## src/rtl/core/sws_pkg.sv

```systemverilog
// ----------------------------------------------------------------------------
// sws_pkg
// Shared sizes, codes and controller/datapath interface types for the
// stack with search and sort.
// ----------------------------------------------------------------------------
package sws_pkg;

    localparam int DEPTH       = 8;
    localparam int MAX_RESULTS = 8;
    localparam int WORD_W      = 32;
    localparam int ADDR_W      = (DEPTH > 1) ? $clog2(DEPTH) : 1;
    localparam int CNT_W       = $clog2(DEPTH + 1);
    localparam int MATCH_W     = $clog2(MAX_RESULTS + 1);
    localparam int OPC_W       = 2;
    localparam int STATUS_W    = 2;
    localparam int POS_W       = 3;
    localparam int FILL_W      = 4;

    typedef enum logic [OPC_W-1:0] {
        OP_PUSH   = 2'd0,
        OP_POP    = 2'd1,
        OP_SEARCH = 2'd2,
        OP_SORT   = 2'd3
    } opcode_t;

    typedef enum logic [STATUS_W-1:0] {
        ST_OK        = 2'd0,
        ST_FULL      = 2'd1,
        ST_EMPTY     = 2'd2,
        ST_NOT_FOUND = 2'd3
    } status_t;

    typedef enum logic [3:0] {
        DP_NOP,
        DP_LOAD,
        DP_PUSH,
        DP_PUSH_FULL,
        DP_POP_RD,
        DP_POP_EMIT,
        DP_POP_EMPTY,
        DP_SRCH_RD,
        DP_SRCH_CMP,
        DP_SRCH_END,
        DP_SORT_RDI,
        DP_SORT_LDI,
        DP_SORT_RDJ,
        DP_SORT_CMP,
        DP_SORT_WRI,
        DP_SORT_END
    } dp_op_t;

    typedef struct packed {
        dp_op_t op;
    } dp_cmd_t;

    typedef struct packed {
        opcode_t op;
        logic    out_free;
        logic    full;
        logic    empty;
        logic    i_last;
        logic    j_last;
        logic    j_eq_i;
        logic    hit;
        logic    pend_valid;
        logic    match_at_max;
    } dp_status_t;

endpackage

```

## src/rtl/core/sws_ctrl.sv

```systemverilog
// ----------------------------------------------------------------------------
// sws_ctrl
// Sequencer: accepts a word, then steps the datapath through push, pop,
// linear search or exchange sort, holding at result steps while the output
// register is full and stalled.
// ----------------------------------------------------------------------------
module sws_ctrl
    import sws_pkg::*;
(
    input  logic       clk,
    input  logic       rst_n,
    input  logic       in_valid,
    output logic       in_stall,
    input  dp_status_t st,
    output dp_cmd_t    cmd
);

    typedef enum logic [3:0] {
        S_IDLE,
        S_DISPATCH,
        S_POP_EMIT,
        S_SRCH_RD,
        S_SRCH_CMP,
        S_SRCH_END,
        S_SORT_RDI,
        S_SORT_LDI,
        S_SORT_RDJ,
        S_SORT_CMP,
        S_SORT_WRI,
        S_SORT_END
    } state_t;

    state_t state_reg;
    state_t state_next;

    always_ff @(posedge clk or negedge rst_n)
    begin
        if (!rst_n)
        begin
            state_reg <= S_IDLE;
        end
        else
        begin
            state_reg <= state_next;
        end
    end

    assign in_stall = (state_reg != S_IDLE);

    always_comb
    begin
        state_next = state_reg;
        cmd.op     = DP_NOP;
        unique case (state_reg)
            S_IDLE:
            begin
                if (in_valid)
                begin
                    cmd.op     = DP_LOAD;
                    state_next = S_DISPATCH;
                end
            end
            S_DISPATCH:
            begin
                unique case (st.op)
                    OP_PUSH:
                    begin
                        if (st.out_free)
                        begin
                            cmd.op     = st.full ? DP_PUSH_FULL : DP_PUSH;
                            state_next = S_IDLE;
                        end
                    end
                    OP_POP:
                    begin
                        if (!st.empty)
                        begin
                            cmd.op     = DP_POP_RD;
                            state_next = S_POP_EMIT;
                        end
                        else if (st.out_free)
                        begin
                            cmd.op     = DP_POP_EMPTY;
                            state_next = S_IDLE;
                        end
                    end
                    OP_SEARCH:
                    begin
                        state_next = st.empty ? S_SRCH_END : S_SRCH_RD;
                    end
                    OP_SORT:
                    begin
                        state_next = st.empty ? S_SORT_END : S_SORT_RDI;
                    end
                    default:
                    begin
                        state_next = S_IDLE;
                    end
                endcase
            end
            S_POP_EMIT:
            begin
                if (st.out_free)
                begin
                    cmd.op     = DP_POP_EMIT;
                    state_next = S_IDLE;
                end
            end
            S_SRCH_RD:
            begin
                cmd.op     = DP_SRCH_RD;
                state_next = S_SRCH_CMP;
            end
            S_SRCH_CMP:
            begin
                if (!(st.hit && st.pend_valid && !st.out_free))
                begin
                    cmd.op = DP_SRCH_CMP;
                    if ((st.hit && st.match_at_max) || st.j_last)
                    begin
                        state_next = S_SRCH_END;
                    end
                    else
                    begin
                        state_next = S_SRCH_RD;
                    end
                end
            end
            S_SRCH_END:
            begin
                if (st.out_free)
                begin
                    cmd.op     = DP_SRCH_END;
                    state_next = S_IDLE;
                end
            end
            S_SORT_RDI:
            begin
                cmd.op     = DP_SORT_RDI;
                state_next = S_SORT_LDI;
            end
            S_SORT_LDI:
            begin
                cmd.op     = DP_SORT_LDI;
                state_next = S_SORT_RDJ;
            end
            S_SORT_RDJ:
            begin
                cmd.op     = DP_SORT_RDJ;
                state_next = S_SORT_CMP;
            end
            S_SORT_CMP:
            begin
                cmd.op     = DP_SORT_CMP;
                state_next = st.j_last ? S_SORT_WRI : S_SORT_RDJ;
            end
            S_SORT_WRI:
            begin
                cmd.op     = DP_SORT_WRI;
                state_next = st.i_last ? S_SORT_END : S_SORT_RDI;
            end
            S_SORT_END:
            begin
                if (st.out_free)
                begin
                    cmd.op     = DP_SORT_END;
                    state_next = S_IDLE;
                end
            end
            default:
            begin
                state_next = S_IDLE;
            end
        endcase
    end

endmodule

```

## src/rtl/core/sws_datapath.sv

```systemverilog
// ----------------------------------------------------------------------------
// sws_datapath
// Entry store, fill count, loop indices, sort hold register, search match
// tracking and the output register.
// ----------------------------------------------------------------------------
module sws_datapath
    import sws_pkg::*;
(
    input  logic                       clk,
    input  logic                       rst_n,
    input  dp_cmd_t                    cmd,
    output dp_status_t                 st,
    input  logic [OPC_W-1:0]           opcode,
    input  logic signed [WORD_W-1:0]  operand_value,
    output logic                       out_valid,
    input  logic                       out_stall,
    output logic [STATUS_W-1:0]        status,
    output logic signed [WORD_W-1:0]  item_value,
    output logic [POS_W-1:0]           position,
    output logic [FILL_W-1:0]          fill_count,
    output logic                       last
);

    logic [WORD_W-1:0]  mem [DEPTH];
    logic [WORD_W-1:0]  rdata_reg;

    opcode_t            op_reg;
    logic [WORD_W-1:0]  opnd_reg;
    logic [CNT_W-1:0]   count_reg;
    logic [CNT_W-1:0]   count_next;
    logic [ADDR_W-1:0]  i_reg;
    logic [ADDR_W-1:0]  j_reg;
    logic [WORD_W-1:0]  cur_reg;
    logic               pend_valid_reg;
    logic [ADDR_W-1:0]  pend_pos_reg;
    logic [MATCH_W-1:0] match_cnt_reg;

    logic               out_valid_reg;
    status_t            status_reg;
    logic [WORD_W-1:0]  value_reg;
    logic [POS_W-1:0]   pos_reg;
    logic [FILL_W-1:0]  fill_reg;
    logic               last_reg;

    logic [ADDR_W-1:0]  last_idx;
    logic [ADDR_W-1:0]  top_idx;
    logic               hit;
    logic               swap;

    logic               rd_en;
    logic [ADDR_W-1:0]  rd_addr;
    logic               wr_en;
    logic [ADDR_W-1:0]  wr_addr;
    logic [WORD_W-1:0]  wr_data;

    logic               emit;
    status_t            e_status;
    logic [WORD_W-1:0]  e_value;
    logic [ADDR_W-1:0]  e_pos;
    logic               e_last;

    assign last_idx = ADDR_W'(count_reg - CNT_W'(1));
    assign top_idx  = last_idx;
    assign hit      = (rdata_reg == opnd_reg);
    assign swap     = ($signed(cur_reg) < $signed(rdata_reg));

    assign st.op           = op_reg;
    assign st.out_free     = !out_valid_reg || !out_stall;
    assign st.full         = (count_reg == CNT_W'(DEPTH));
    assign st.empty        = (count_reg == '0);
    assign st.i_last       = (i_reg == last_idx);
    assign st.j_last       = (j_reg == last_idx);
    assign st.j_eq_i       = (j_reg == i_reg);
    assign st.hit          = hit;
    assign st.pend_valid   = pend_valid_reg;
    assign st.match_at_max = (match_cnt_reg == MATCH_W'(MAX_RESULTS - 1));

    // memory port control
    always_comb
    begin
        rd_en   = 1'b0;
        rd_addr = j_reg;
        wr_en   = 1'b0;
        wr_addr = j_reg;
        wr_data = cur_reg;
        unique case (cmd.op)
            DP_PUSH:
            begin
                wr_en   = 1'b1;
                wr_addr = ADDR_W'(count_reg);
                wr_data = opnd_reg;
            end
            DP_POP_RD:
            begin
                rd_en   = 1'b1;
                rd_addr = top_idx;
            end
            DP_SRCH_RD, DP_SORT_RDJ:
            begin
                rd_en = 1'b1;
            end
            DP_SORT_RDI:
            begin
                rd_en   = 1'b1;
                rd_addr = i_reg;
            end
            DP_SORT_CMP:
            begin
                wr_en = !st.j_eq_i && swap;
            end
            DP_SORT_WRI:
            begin
                wr_en   = 1'b1;
                wr_addr = i_reg;
            end
            default:
            begin
            end
        endcase
    end

    always_ff @(posedge clk)
    begin
        if (wr_en)
        begin
            mem[wr_addr] <= wr_data;
        end
        if (rd_en)
        begin
            rdata_reg <= mem[rd_addr];
        end
    end

    // fill count after this step
    always_comb
    begin
        count_next = count_reg;
        unique case (cmd.op)
            DP_PUSH:     count_next = count_reg + CNT_W'(1);
            DP_POP_EMIT: count_next = count_reg - CNT_W'(1);
            default:     count_next = count_reg;
        endcase
    end

    // result word
    always_comb
    begin
        emit     = 1'b0;
        e_status = ST_OK;
        e_value  = '0;
        e_pos    = '0;
        e_last   = 1'b1;
        unique case (cmd.op)
            DP_PUSH, DP_SORT_END:
            begin
                emit = 1'b1;
            end
            DP_PUSH_FULL:
            begin
                emit     = 1'b1;
                e_status = ST_FULL;
            end
            DP_POP_EMPTY:
            begin
                emit     = 1'b1;
                e_status = ST_EMPTY;
            end
            DP_POP_EMIT:
            begin
                emit    = 1'b1;
                e_value = rdata_reg;
            end
            DP_SRCH_CMP:
            begin
                emit    = hit && pend_valid_reg;
                e_value = opnd_reg;
                e_pos   = pend_pos_reg;
                e_last  = 1'b0;
            end
            DP_SRCH_END:
            begin
                emit = 1'b1;
                if (pend_valid_reg)
                begin
                    e_value = opnd_reg;
                    e_pos   = pend_pos_reg;
                end
                else
                begin
                    e_status = ST_NOT_FOUND;
                end
            end
            default:
            begin
            end
        endcase
    end

    always_ff @(posedge clk or negedge rst_n)
    begin
        if (!rst_n)
        begin
            count_reg      <= '0;
            out_valid_reg  <= 1'b0;
            pend_valid_reg <= 1'b0;
        end
        else
        begin
            count_reg <= count_next;
            if (emit)
            begin
                out_valid_reg <= 1'b1;
            end
            else if (!out_stall)
            begin
                out_valid_reg <= 1'b0;
            end
            if (cmd.op == DP_LOAD)
            begin
                pend_valid_reg <= 1'b0;
            end
            else if (cmd.op == DP_SRCH_CMP && hit)
            begin
                pend_valid_reg <= 1'b1;
            end
        end
    end

    always_ff @(posedge clk)
    begin
        unique case (cmd.op)
            DP_LOAD:
            begin
                op_reg        <= opcode_t'(opcode);
                opnd_reg      <= operand_value;
                i_reg         <= '0;
                j_reg         <= '0;
                match_cnt_reg <= '0;
            end
            DP_SRCH_CMP:
            begin
                if (hit)
                begin
                    pend_pos_reg  <= j_reg;
                    match_cnt_reg <= match_cnt_reg + MATCH_W'(1);
                end
                j_reg <= j_reg + ADDR_W'(1);
            end
            DP_SORT_LDI:
            begin
                cur_reg <= rdata_reg;
                j_reg   <= '0;
            end
            DP_SORT_CMP:
            begin
                if (!st.j_eq_i && swap)
                begin
                    cur_reg <= rdata_reg;
                end
                j_reg <= j_reg + ADDR_W'(1);
            end
            DP_SORT_WRI:
            begin
                i_reg <= i_reg + ADDR_W'(1);
            end
            default:
            begin
            end
        endcase
        if (emit)
        begin
            status_reg <= e_status;
            value_reg  <= e_value;
            pos_reg    <= POS_W'(e_pos);
            fill_reg   <= FILL_W'(count_next);
            last_reg   <= e_last;
        end
    end

    assign out_valid  = out_valid_reg;
    assign status     = status_reg;
    assign item_value = value_reg;
    assign position   = pos_reg;
    assign fill_count = fill_reg;
    assign last       = last_reg;

    a_no_overwrite: assert property (@(posedge clk) disable iff (!rst_n)
        !(emit && out_valid_reg && out_stall))
        else $error("result issued into a stalled output register");

    a_count_bound: assert property (@(posedge clk) disable iff (!rst_n)
        (cmd.op == DP_PUSH) |-> (count_reg < CNT_W'(DEPTH)))
        else $error("push issued on a full stack");

    a_pop_nonempty: assert property (@(posedge clk) disable iff (!rst_n)
        (cmd.op == DP_POP_RD) |=> (cmd.op == DP_NOP || cmd.op == DP_POP_EMIT))
        else $error("pop read not followed by its result");

    a_pend_counted: assert property (@(posedge clk) disable iff (!rst_n)
        pend_valid_reg |-> (match_cnt_reg != '0))
        else $error("pending match without a match count");

endmodule

```

## src/rtl/core/stack_with_search_and_sort_core.sv

```systemverilog
// ----------------------------------------------------------------------------
// stack_with_search_and_sort_core
// Bounded stack of signed words with push, pop, linear search and
// in-place exchange sort of the filled entries.
//
//   channel  signals                                  direction
//   in       in_valid, in_stall, opcode,              word in
//            operand_value
//   out      out_valid, out_stall, status,            word out
//            item_value, position, fill_count, last
//
// One operation at a time; the entry store has one read and one write port.
// Reset clears the fill level; store contents are undefined until written.
// Output stall holds the sequencer at each result step; search keeps the
// latest match pending so the final one can carry last.
// ----------------------------------------------------------------------------
module stack_with_search_and_sort_core
    import sws_pkg::*;
(
    input  logic                       clk,
    input  logic                       rst_n,
    input  logic                       in_valid,
    output logic                       in_stall,
    input  logic [OPC_W-1:0]           opcode,
    input  logic signed [WORD_W-1:0]  operand_value,
    output logic                       out_valid,
    input  logic                       out_stall,
    output logic [STATUS_W-1:0]        status,
    output logic signed [WORD_W-1:0]  item_value,
    output logic [POS_W-1:0]           position,
    output logic [FILL_W-1:0]          fill_count,
    output logic                       last
);

    dp_cmd_t    cmd;
    dp_status_t st;

    sws_ctrl u_ctrl (
        .clk      (clk),
        .rst_n    (rst_n),
        .in_valid (in_valid),
        .in_stall (in_stall),
        .st       (st),
        .cmd      (cmd)
    );

    sws_datapath u_datapath (
        .clk           (clk),
        .rst_n         (rst_n),
        .cmd           (cmd),
        .st            (st),
        .opcode        (opcode),
        .operand_value (operand_value),
        .out_valid     (out_valid),
        .out_stall     (out_stall),
        .status        (status),
        .item_value    (item_value),
        .position      (position),
        .fill_count    (fill_count),
        .last          (last)
    );

endmodule
```

## config.mk

```make
export PLATFORM = sky130hd
export DESIGN_NAME = stack_with_search_and_sort_core
export DESIGN_NICKNAME = d
export VERILOG_FILES = /design/src/rtl/core/sws_pkg.sv /design/src/rtl/core/sws_ctrl.sv /design/src/rtl/core/sws_datapath.sv /design/src/rtl/core/stack_with_search_and_sort_core.sv
export SDC_FILE = /design/constraint.sdc
export NUM_CORES = 1
export LEC_CHECK = 0
export ABC_AREA = 1
export BUFFER_PORTS_ARGS = -buffer_cell sky130_fd_sc_hd__buf_2
export CORE_ASPECT_RATIO = 1.75
export CORE_MARGIN = 8
export CORE_UTILIZATION = 50
export DETAILED_ROUTE_END_ITERATION = 16
export PLACE_DENSITY = 0.72
export SLEW_MARGIN = 10
export SYNTH_ARGS = -nofsm -noshare
export SYNTH_HDL_FRONTEND = slang
export SYNTH_HIERARCHICAL = 1
export SYNTH_SLANG_ARGS = --single-unit
```

## constraint.sdc

```tcl
create_clock -name clk -period 4.8 [get_ports clk]
set_input_delay 0.48 -clock clk [delete_from_list [all_inputs] [get_ports clk]]
set_output_delay 0.48 -clock clk [all_outputs]
set_load 0.005 [all_outputs]
```

==> results.py, run 1 <==
metrics = {
    "yosys": {
        "synth_ff_type": "edfxtp_1",
        "yosysUniqueCellTypes": 41,
        "yosysWarnings": 6,
        "ys_ff_latch": 419,
        "syn_area_um2": 18500,
        "async_flop_share_pct": 2.39,
        "syn-instance-count": 1647,
        "avgSynthCellArea_um2": 11.2,
        "synth_nets": 1721,
        "ys_seq_area_share_pct": 67.7,
        "synth_edf_count": 409,
    },
    "floorplan": {
        "start_util_pct": 50.5,
        "die_area_um2": 43700,
        "ios": 82,
        "coreArea_um2": 36700,
        "fp.dieW_um": 161,
        "placementRows": 93,
        "dieHeight_um": 271,
    },
    "placement": {
        "place.gp.congestion": 0.901,
        "hpwl_um": 27800,
        "port_buffers": 81,
        "placed_cells": 2185,
        "dp_slack_ns": 0.601,
    },
    "timing": {
        "max_freq_mhz": 236,
        "timing.final.crit_share_pct": 88.3,
        "skew_ns": 0.0145,
        "min_period_ns": 4.24,
        "finalSetupTns_ns": 0,
        "slew_viol_final": 0,
        "rsz0062_at_grt": "no",
        "setup_ws_ns": 0.564,
        "worstMarginPinSlew_ns": 1.10,
        "finalSetupViolations": 0,
        "maxSlewHeadroom_pct": 26.2,
        "final_hold_viol_count": 0,
    },
    "drt": {
        "antenna_left": 0,
        "wirelength_um": 42800,
        "drt-vias-per-instance": 5.42,
        "first_pass_iters": 5,
        "vias": 12200,
        "wl_per_cell_um": 19.0,
        "post-route-drc-count": 0,
        "drtIter0Drc": 900,
    },
    "layout": {
        "regArea_um2": 12500,
        "areaGrowthSynthToFinish_pct": 12.9,
        "diodes": 0,
        "drive_above_1_share_pct": 12.3,
        "n_fill_cell": 2899,
        "final_net_count": 1823,
        "multi_input_area_um2": 4890,
        "instances_no_fill": 2249,
        "top_register": "u_datapath/mem",
        "largest_register_ff_count": 256,
    },
    "run_status": {
        "status": "finished clean",
    },
    "setup_path": {
        "worstRegToRegCells": 23,
        "crit_fanout": 33,
        "critPathCaptureType": "flop",
        "startpoint_type": "flop",
        "arrival_ns": 4.44,
        "cp.required_ns": 5.00,
        "path_class": "reg -> reg",
    },
    "flow_run": {
        "drv_cap": 0,
    },
    "grt": {
        "grt_pass1_wl_um": 66500,
        "overflow": 0,
        "grt_max_degree": 129,
        "grt_pass1_vias": 12100,
        "antenna_found_initial": 0,
        "grt_usage_pct": 19.5,
    },
    "clock_network": {
        "cts.path.max_buffers": 3,
        "hold_buffers": 1,
        "h-tree-depth": 2,
        "clk_pin_slew_worst_paths_ns": 0.06,
        "postCtsSetupBuffers": 0,
        "cts_tree": "built",
        "cts_root_buf": "clkbuf_16",
        "clock_latency_ns": 0.53,
        "cts_buffers": 36,
        "numClockSinks": 419,
        "cts.repair.resized": 0,
    },
    "power": {
        "power_density_nw_per_um2": 774,
        "peakVddDrop_uv": 990,
        "p_leak_nw": 8.26,
    },
    "worst_hold_path": {
        "hold_path_class": "in -> reg",
        "worstHoldPathCells": 1,
    },
}
synthesized netlist by cell type, drive strengths merged (2+ instances only):
master | n | area share (%)
a21oi | 38 | 1.1
xor2 | 17 | 0.80
o21a | 2 | 0.081
o221ai | 4 | 0.19
nand2 | 320 | 6.5
edfxtp | 409 | 66
o22ai | 36 | 1.3
o21ai | 138 | 3.8
and2 | 2 | 0.068
nor3 | 5 | 0.14
o31ai | 2 | 0.081
inv | 225 | 4.6
nand3 | 27 | 0.76
o211ai | 68 | 2.8
a31oi | 3 | 0.10
and3 | 2 | 0.068
nand4 | 13 | 0.44
nor2 | 209 | 4.4
xnor2 | 8 | 0.38
dfrtp | 10 | 1.4
buf | 45 | 1.7
a221oi | 2 | 0.095
ha | 36 | 2.4
clkbuf | 20 | 0.41
stage by stage:
step / util, % / hold WS, ns / instance area, um2 / total power, mW
6_report: 57.0 / 0.129 / 20900 / 16.2
5_1_grt: 57.0 / 0.118 / 20900 / 17.3
4_1_cts: 57.0 / 0.113 / 20900 / 16.3
3_5_place_dp: 54.0 / 0.374 / 19800 / 13.5
3_3_place_gp: 54.0 / 0.371 / 19800 / 13.2
2_1_floorplan: - / 0.184 / 18500 / 11.1
worst max-delay path: stages (launching register included):
cell and delay (ns):
edfxtp_1 0.42, inv_1 0.12, nor2_1 0.05, nor4_1 0.38, nand4_1 0.13, nor2_1 0.22
nand2_1 0.12, inv_1 0.09, nand2_1 0.06, o21ai_0 0.18, nand4_1 0.21, inv_2 0.11
nand2_1 0.16, nor2_4 0.26, clkinv_1 0.16, buf_4 0.25, o21ai_0 0.12, a22oi_1 0.12
inv_1 0.10, nand2_1 0.05, inv_1 0.07, nand2_1 0.08, a21oi_4 0.17, buf_12 0.26
placed cells by master (no fill, tap or decap), types with 17 or more instances in the layout:
master | netlist | routed
ha_1 | 36 | 36
nand2_1 | 317 | 316
o211ai_1 | 68 | 68
o21ai_1 | 75 | 75
xor2_1 | 17 | 17
a21oi_1 | 35 | 26
inv_1 | 216 | 215
buf_4 | 17 | 35
edfxtp_1 | 409 | 409
o21ai_0 | 62 | 62
nor2_1 | 201 | 200
clkbuf_16 | 0 | 38
nand3_1 | 26 | 26
o22ai_1 | 35 | 35
buf_2 | 21 | 81
report_power, final:
| part | switching, mW | leakage [nW] | internal [mW] |
|---|---|---|---|
| combinational | 5.15 | 3.85 | 2.26 |
| clock | 1.25 | 0.547 | 1.52 |
| sequential | 0.422 | 3.86 | 5.58 |
layer usage:
layer  GRT usage, %  wire, um  vias to the layer above
li1               -         -                     5838
met1           22.4     16000                     5858
met2           36.0     22800                      405
met3           2.04      2370                       79
met4           8.49      1590                        0
met5              0         0                        -
cell type report:
| cell class | count | share of cell area (%) |
|---|---|---|
| clock inverter | 18 | 0.557 |
| inverter | 226 | 4.06 |
| sequential | 419 | 60.0 |
| tap | 475 | 2.84 |
| timing repair buffer | 129 | 4.40 |
| clock buffer | 45 | 4.73 |
| multi-input combinational | 937 | 23.4 |
path summary, 6_finish.rpt:
check | startpoint | endpoint | slack [ns]
max in group asynchronous | rst_n | u_datapath/out_valid | 4.20
max reg2reg | u_datapath/rdata_reg[21] | u_datapath/mem[1][2] | 0.56
min | operand_value[24] | u_datapath/opnd_reg[24] | 0.13
max | u_datapath/rdata_reg[21] | u_datapath/mem[1][2] | 0.56
min in group asynchronous | rst_n | u_datapath/count_reg[1] | 0.38
min reg2reg | u_datapath/rdata_reg[3] | u_datapath/cur_reg[3] | 0.48
cells by family after synthesis:
family                   count (synthesis)  synth area share [%]
AND/OR/NAND/NOR                        580                  12.5
AO/OA/AOI/OAI                          296                  9.53
buffers and inverters                  291                  6.67
flip-flops                             419                  67.7
adder cells (fa/ha/maj)                 36                  2.43
XOR/XNOR                                25                  1.18
Power figures use the tool's default switching activity.
==> run 2, diff against run 1 <==
- CTS_BUF_LIST: not set -> sky130_fd_sc_hd__clkbuf_4
==> run 2 against run 1 <==
Net effect: routed wire length grew 1.7%; global-route usage is 0.50 points higher; highest routed layer unchanged; cell count rose by 5.9%.
==> results.py, run 2 (synthesis results as in run 1) <==
metrics = {
    "run_status": {
        "status": "finished clean",
    },
    "placement": {
        "place.gp.congestion": 0.901,
        "hpwl_um": 27800,
        "port_buffers": 81,
        "dpl-instance-area_um2": 19800,
        "dp_slack_ns": 0.601,
    },
    "worst_hold_path": {
        "hold_path_class": "in -> async",
    },
    "clock_network": {
        "h-tree-depth": 3,
        "cts_buffers": 90,
        "cts.repair.resized": 0,
        "numClockSinks": 419,
        "cts_root_buf": "clkbuf_4",
        "clock_latency_ns": 0.78,
        "cts.path.max_buffers": 3,
        "postCtsSetupBuffers": 0,
        "hold_buffers": 35,
        "cts_tree": "built",
        "clk_pin_slew_worst_paths_ns": 0.07,
    },
    "setup_path": {
        "path_common_cell": "nand2_1",
        "reg2reg_slack_ns": 0.54,
        "cp.required_ns": 5.24,
        "crit_fanout": 33,
        "slowest_stage": "edfxtp_1",
        "path_class": "reg -> reg",
        "startpoint_type": "flop",
        "critical-path-max-stage-delay_ns": 0.42,
        "arrival_ns": 4.69,
        "critPathCaptureType": "flop",
        "crit_chain": "inv_1, nor2_1, nor3_1, nand4_1, nor2_1, nand2_1, inv_1, nand2_1, o21ai_0, nand4_1, inv_2, nand2_1, nor2_4, clkinv_1, buf_4, o21ai_0, a22oi_1, inv_1, nand2_1, inv_1, nand2_1, a21oi_4, buf_12",
    },
    "floorplan": {
        "placementRows": 93,
        "coreArea_um2": 36700,
        "dieHeight_um": 271,
        "die_area_um2": 43700,
        "start_util_pct": 50.5,
        "fp.dieW_um": 161,
        "ios": 82,
    },
    "layout": {
        "finish.instance_area_um2": 21300,
        "areaGrowthSynthToFinish_pct": 14.9,
        "final_cell_mix": "409 x edfxtp_1, 316 x nand2_1, 215 x inv_1",
        "drive_above_1_share_pct": 16.0,
        "top_register": "u_datapath/mem",
        "final_common_cell": "edfxtp_1",
        "largest_register_ff_count": 256,
        "final_net_count": 1911,
        "n_fill_cell": 2942,
    },
    "grt": {
        "overflow": 0,
        "antenna_found_initial": 1,
        "grt_max_degree": 129,
        "grt_pass1_wl_um": 67900,
        "grt_usage_pct": 20.0,
        "grt_pass1_vias": 12600,
    },
    "timing": {
        "max_freq_mhz": 235,
        "maxSlewHeadroom_pct": 26.1,
        "final_hold_viol_count": 0,
        "setup_ws_ns": 0.544,
        "slew_viol_final": 0,
        "worstMarginPinSlew_ns": 1.10,
        "finalSetupViolations": 0,
        "finalSetupTns_ns": 0,
        "min_period_ns": 4.26,
        "rsz0062_at_grt": "no",
        "timing.final.crit_share_pct": 88.7,
        "skew_ns": 0.0399,
    },
    "drt": {
        "first_pass_iters": 7,
        "wirelength_um": 43500,
        "wl_per_cell_um": 18.3,
        "drt-vias-per-instance": 5.31,
        "post-route-drc-count": 0,
        "vias": 12600,
        "drtIter0Drc": 933,
        "antenna_left": 0,
    },
    "power": {
        "peakVddDrop_uv": 797,
        "power_density_nw_per_um2": 755,
        "p_leak_nw": 8.53,
    },
    "flow_run": {
        "drv_cap": 0,
    },
}
==> run 2: changes by cell type in the layout (fill, tap and decap cells not counted), sizes merged <==
cell / before / now
bufinv: 1 / 2
clkinvlp: 2 / 1
clkinv: 16 / 36
diode: 0 / 1
dlygate4sd3: 1 / 35
clkbuf: 45 / 123
==> run 2: stage by stage <==
step	power, mW	util (%)	cells	hold slack (ns)
2_1_floorplan	11.1	-	1647	0.184
3_3_place_gp	13.2	54.0	2185	0.371
3_5_place_dp	13.5	54.0	2185	0.374
4_1_cts	16.2	58.0	2381	0.0435
5_1_grt	17.2	58.0	2382	0.0949
6_report	16.1	58.0	2382	0.134
==> run 2: path summary, 6_finish.rpt <==
kind,startpoint,to,cells after the start
setup / recovery,u_datapath/rdata_reg[14],u_datapath/mem[1][18],23
hold / removal,rst_n,u_datapath/count_reg[1],2
setup reg to reg,u_datapath/rdata_reg[14],u_datapath/mem[1][18],23
hold reg to reg,u_datapath/rdata_reg[18],u_datapath/cur_reg[18],0
max in group asynchronous,rst_n,u_datapath/out_valid,2
min in group clk,in_valid,u_ctrl/state_reg[2],5
==> run 2: cell type report <==
type | instances | area, um2 | area share (%)
Clock inverter | 38 | 214 | 1.01
Multi-Input combinational cell | 937 | 4890 | 23.0
Antenna cell | 1 | 2.50 | 0.0118
Inverter | 226 | 848 | 3.99
Tap cell | 475 | 594 | 2.79
Clock buffer | 123 | 923 | 4.34
Timing Repair Buffer | 163 | 1260 | 5.92
Sequential cell | 419 | 12500 | 58.9
==> run 2: worst max-delay path: cells and delay by family, from the launching register on <==
kind	cells	cell delay [ns]
and+or+nand+nor	11	1.70
buffers and inverters	8	1.16
DFF	1	0.42
AOI/OAI and AO/OA	4	0.62
==> run 2: per-layer routing <==
layer	part of all wire (%)	global-route usage [%]
met2	54	36.6
met4	3.2	8.73
met1	37	22.2
met3	6.5	3.62
met5	0	0
==> run 2: power by group <==
group,leakage (nW),internal [mW],switching [mW]
Sequential,3.86,5.58,0.422
Combinational,3.99,2.28,5.14
Clock,0.680,1.31,1.33
Total,8.53,9.16,6.90
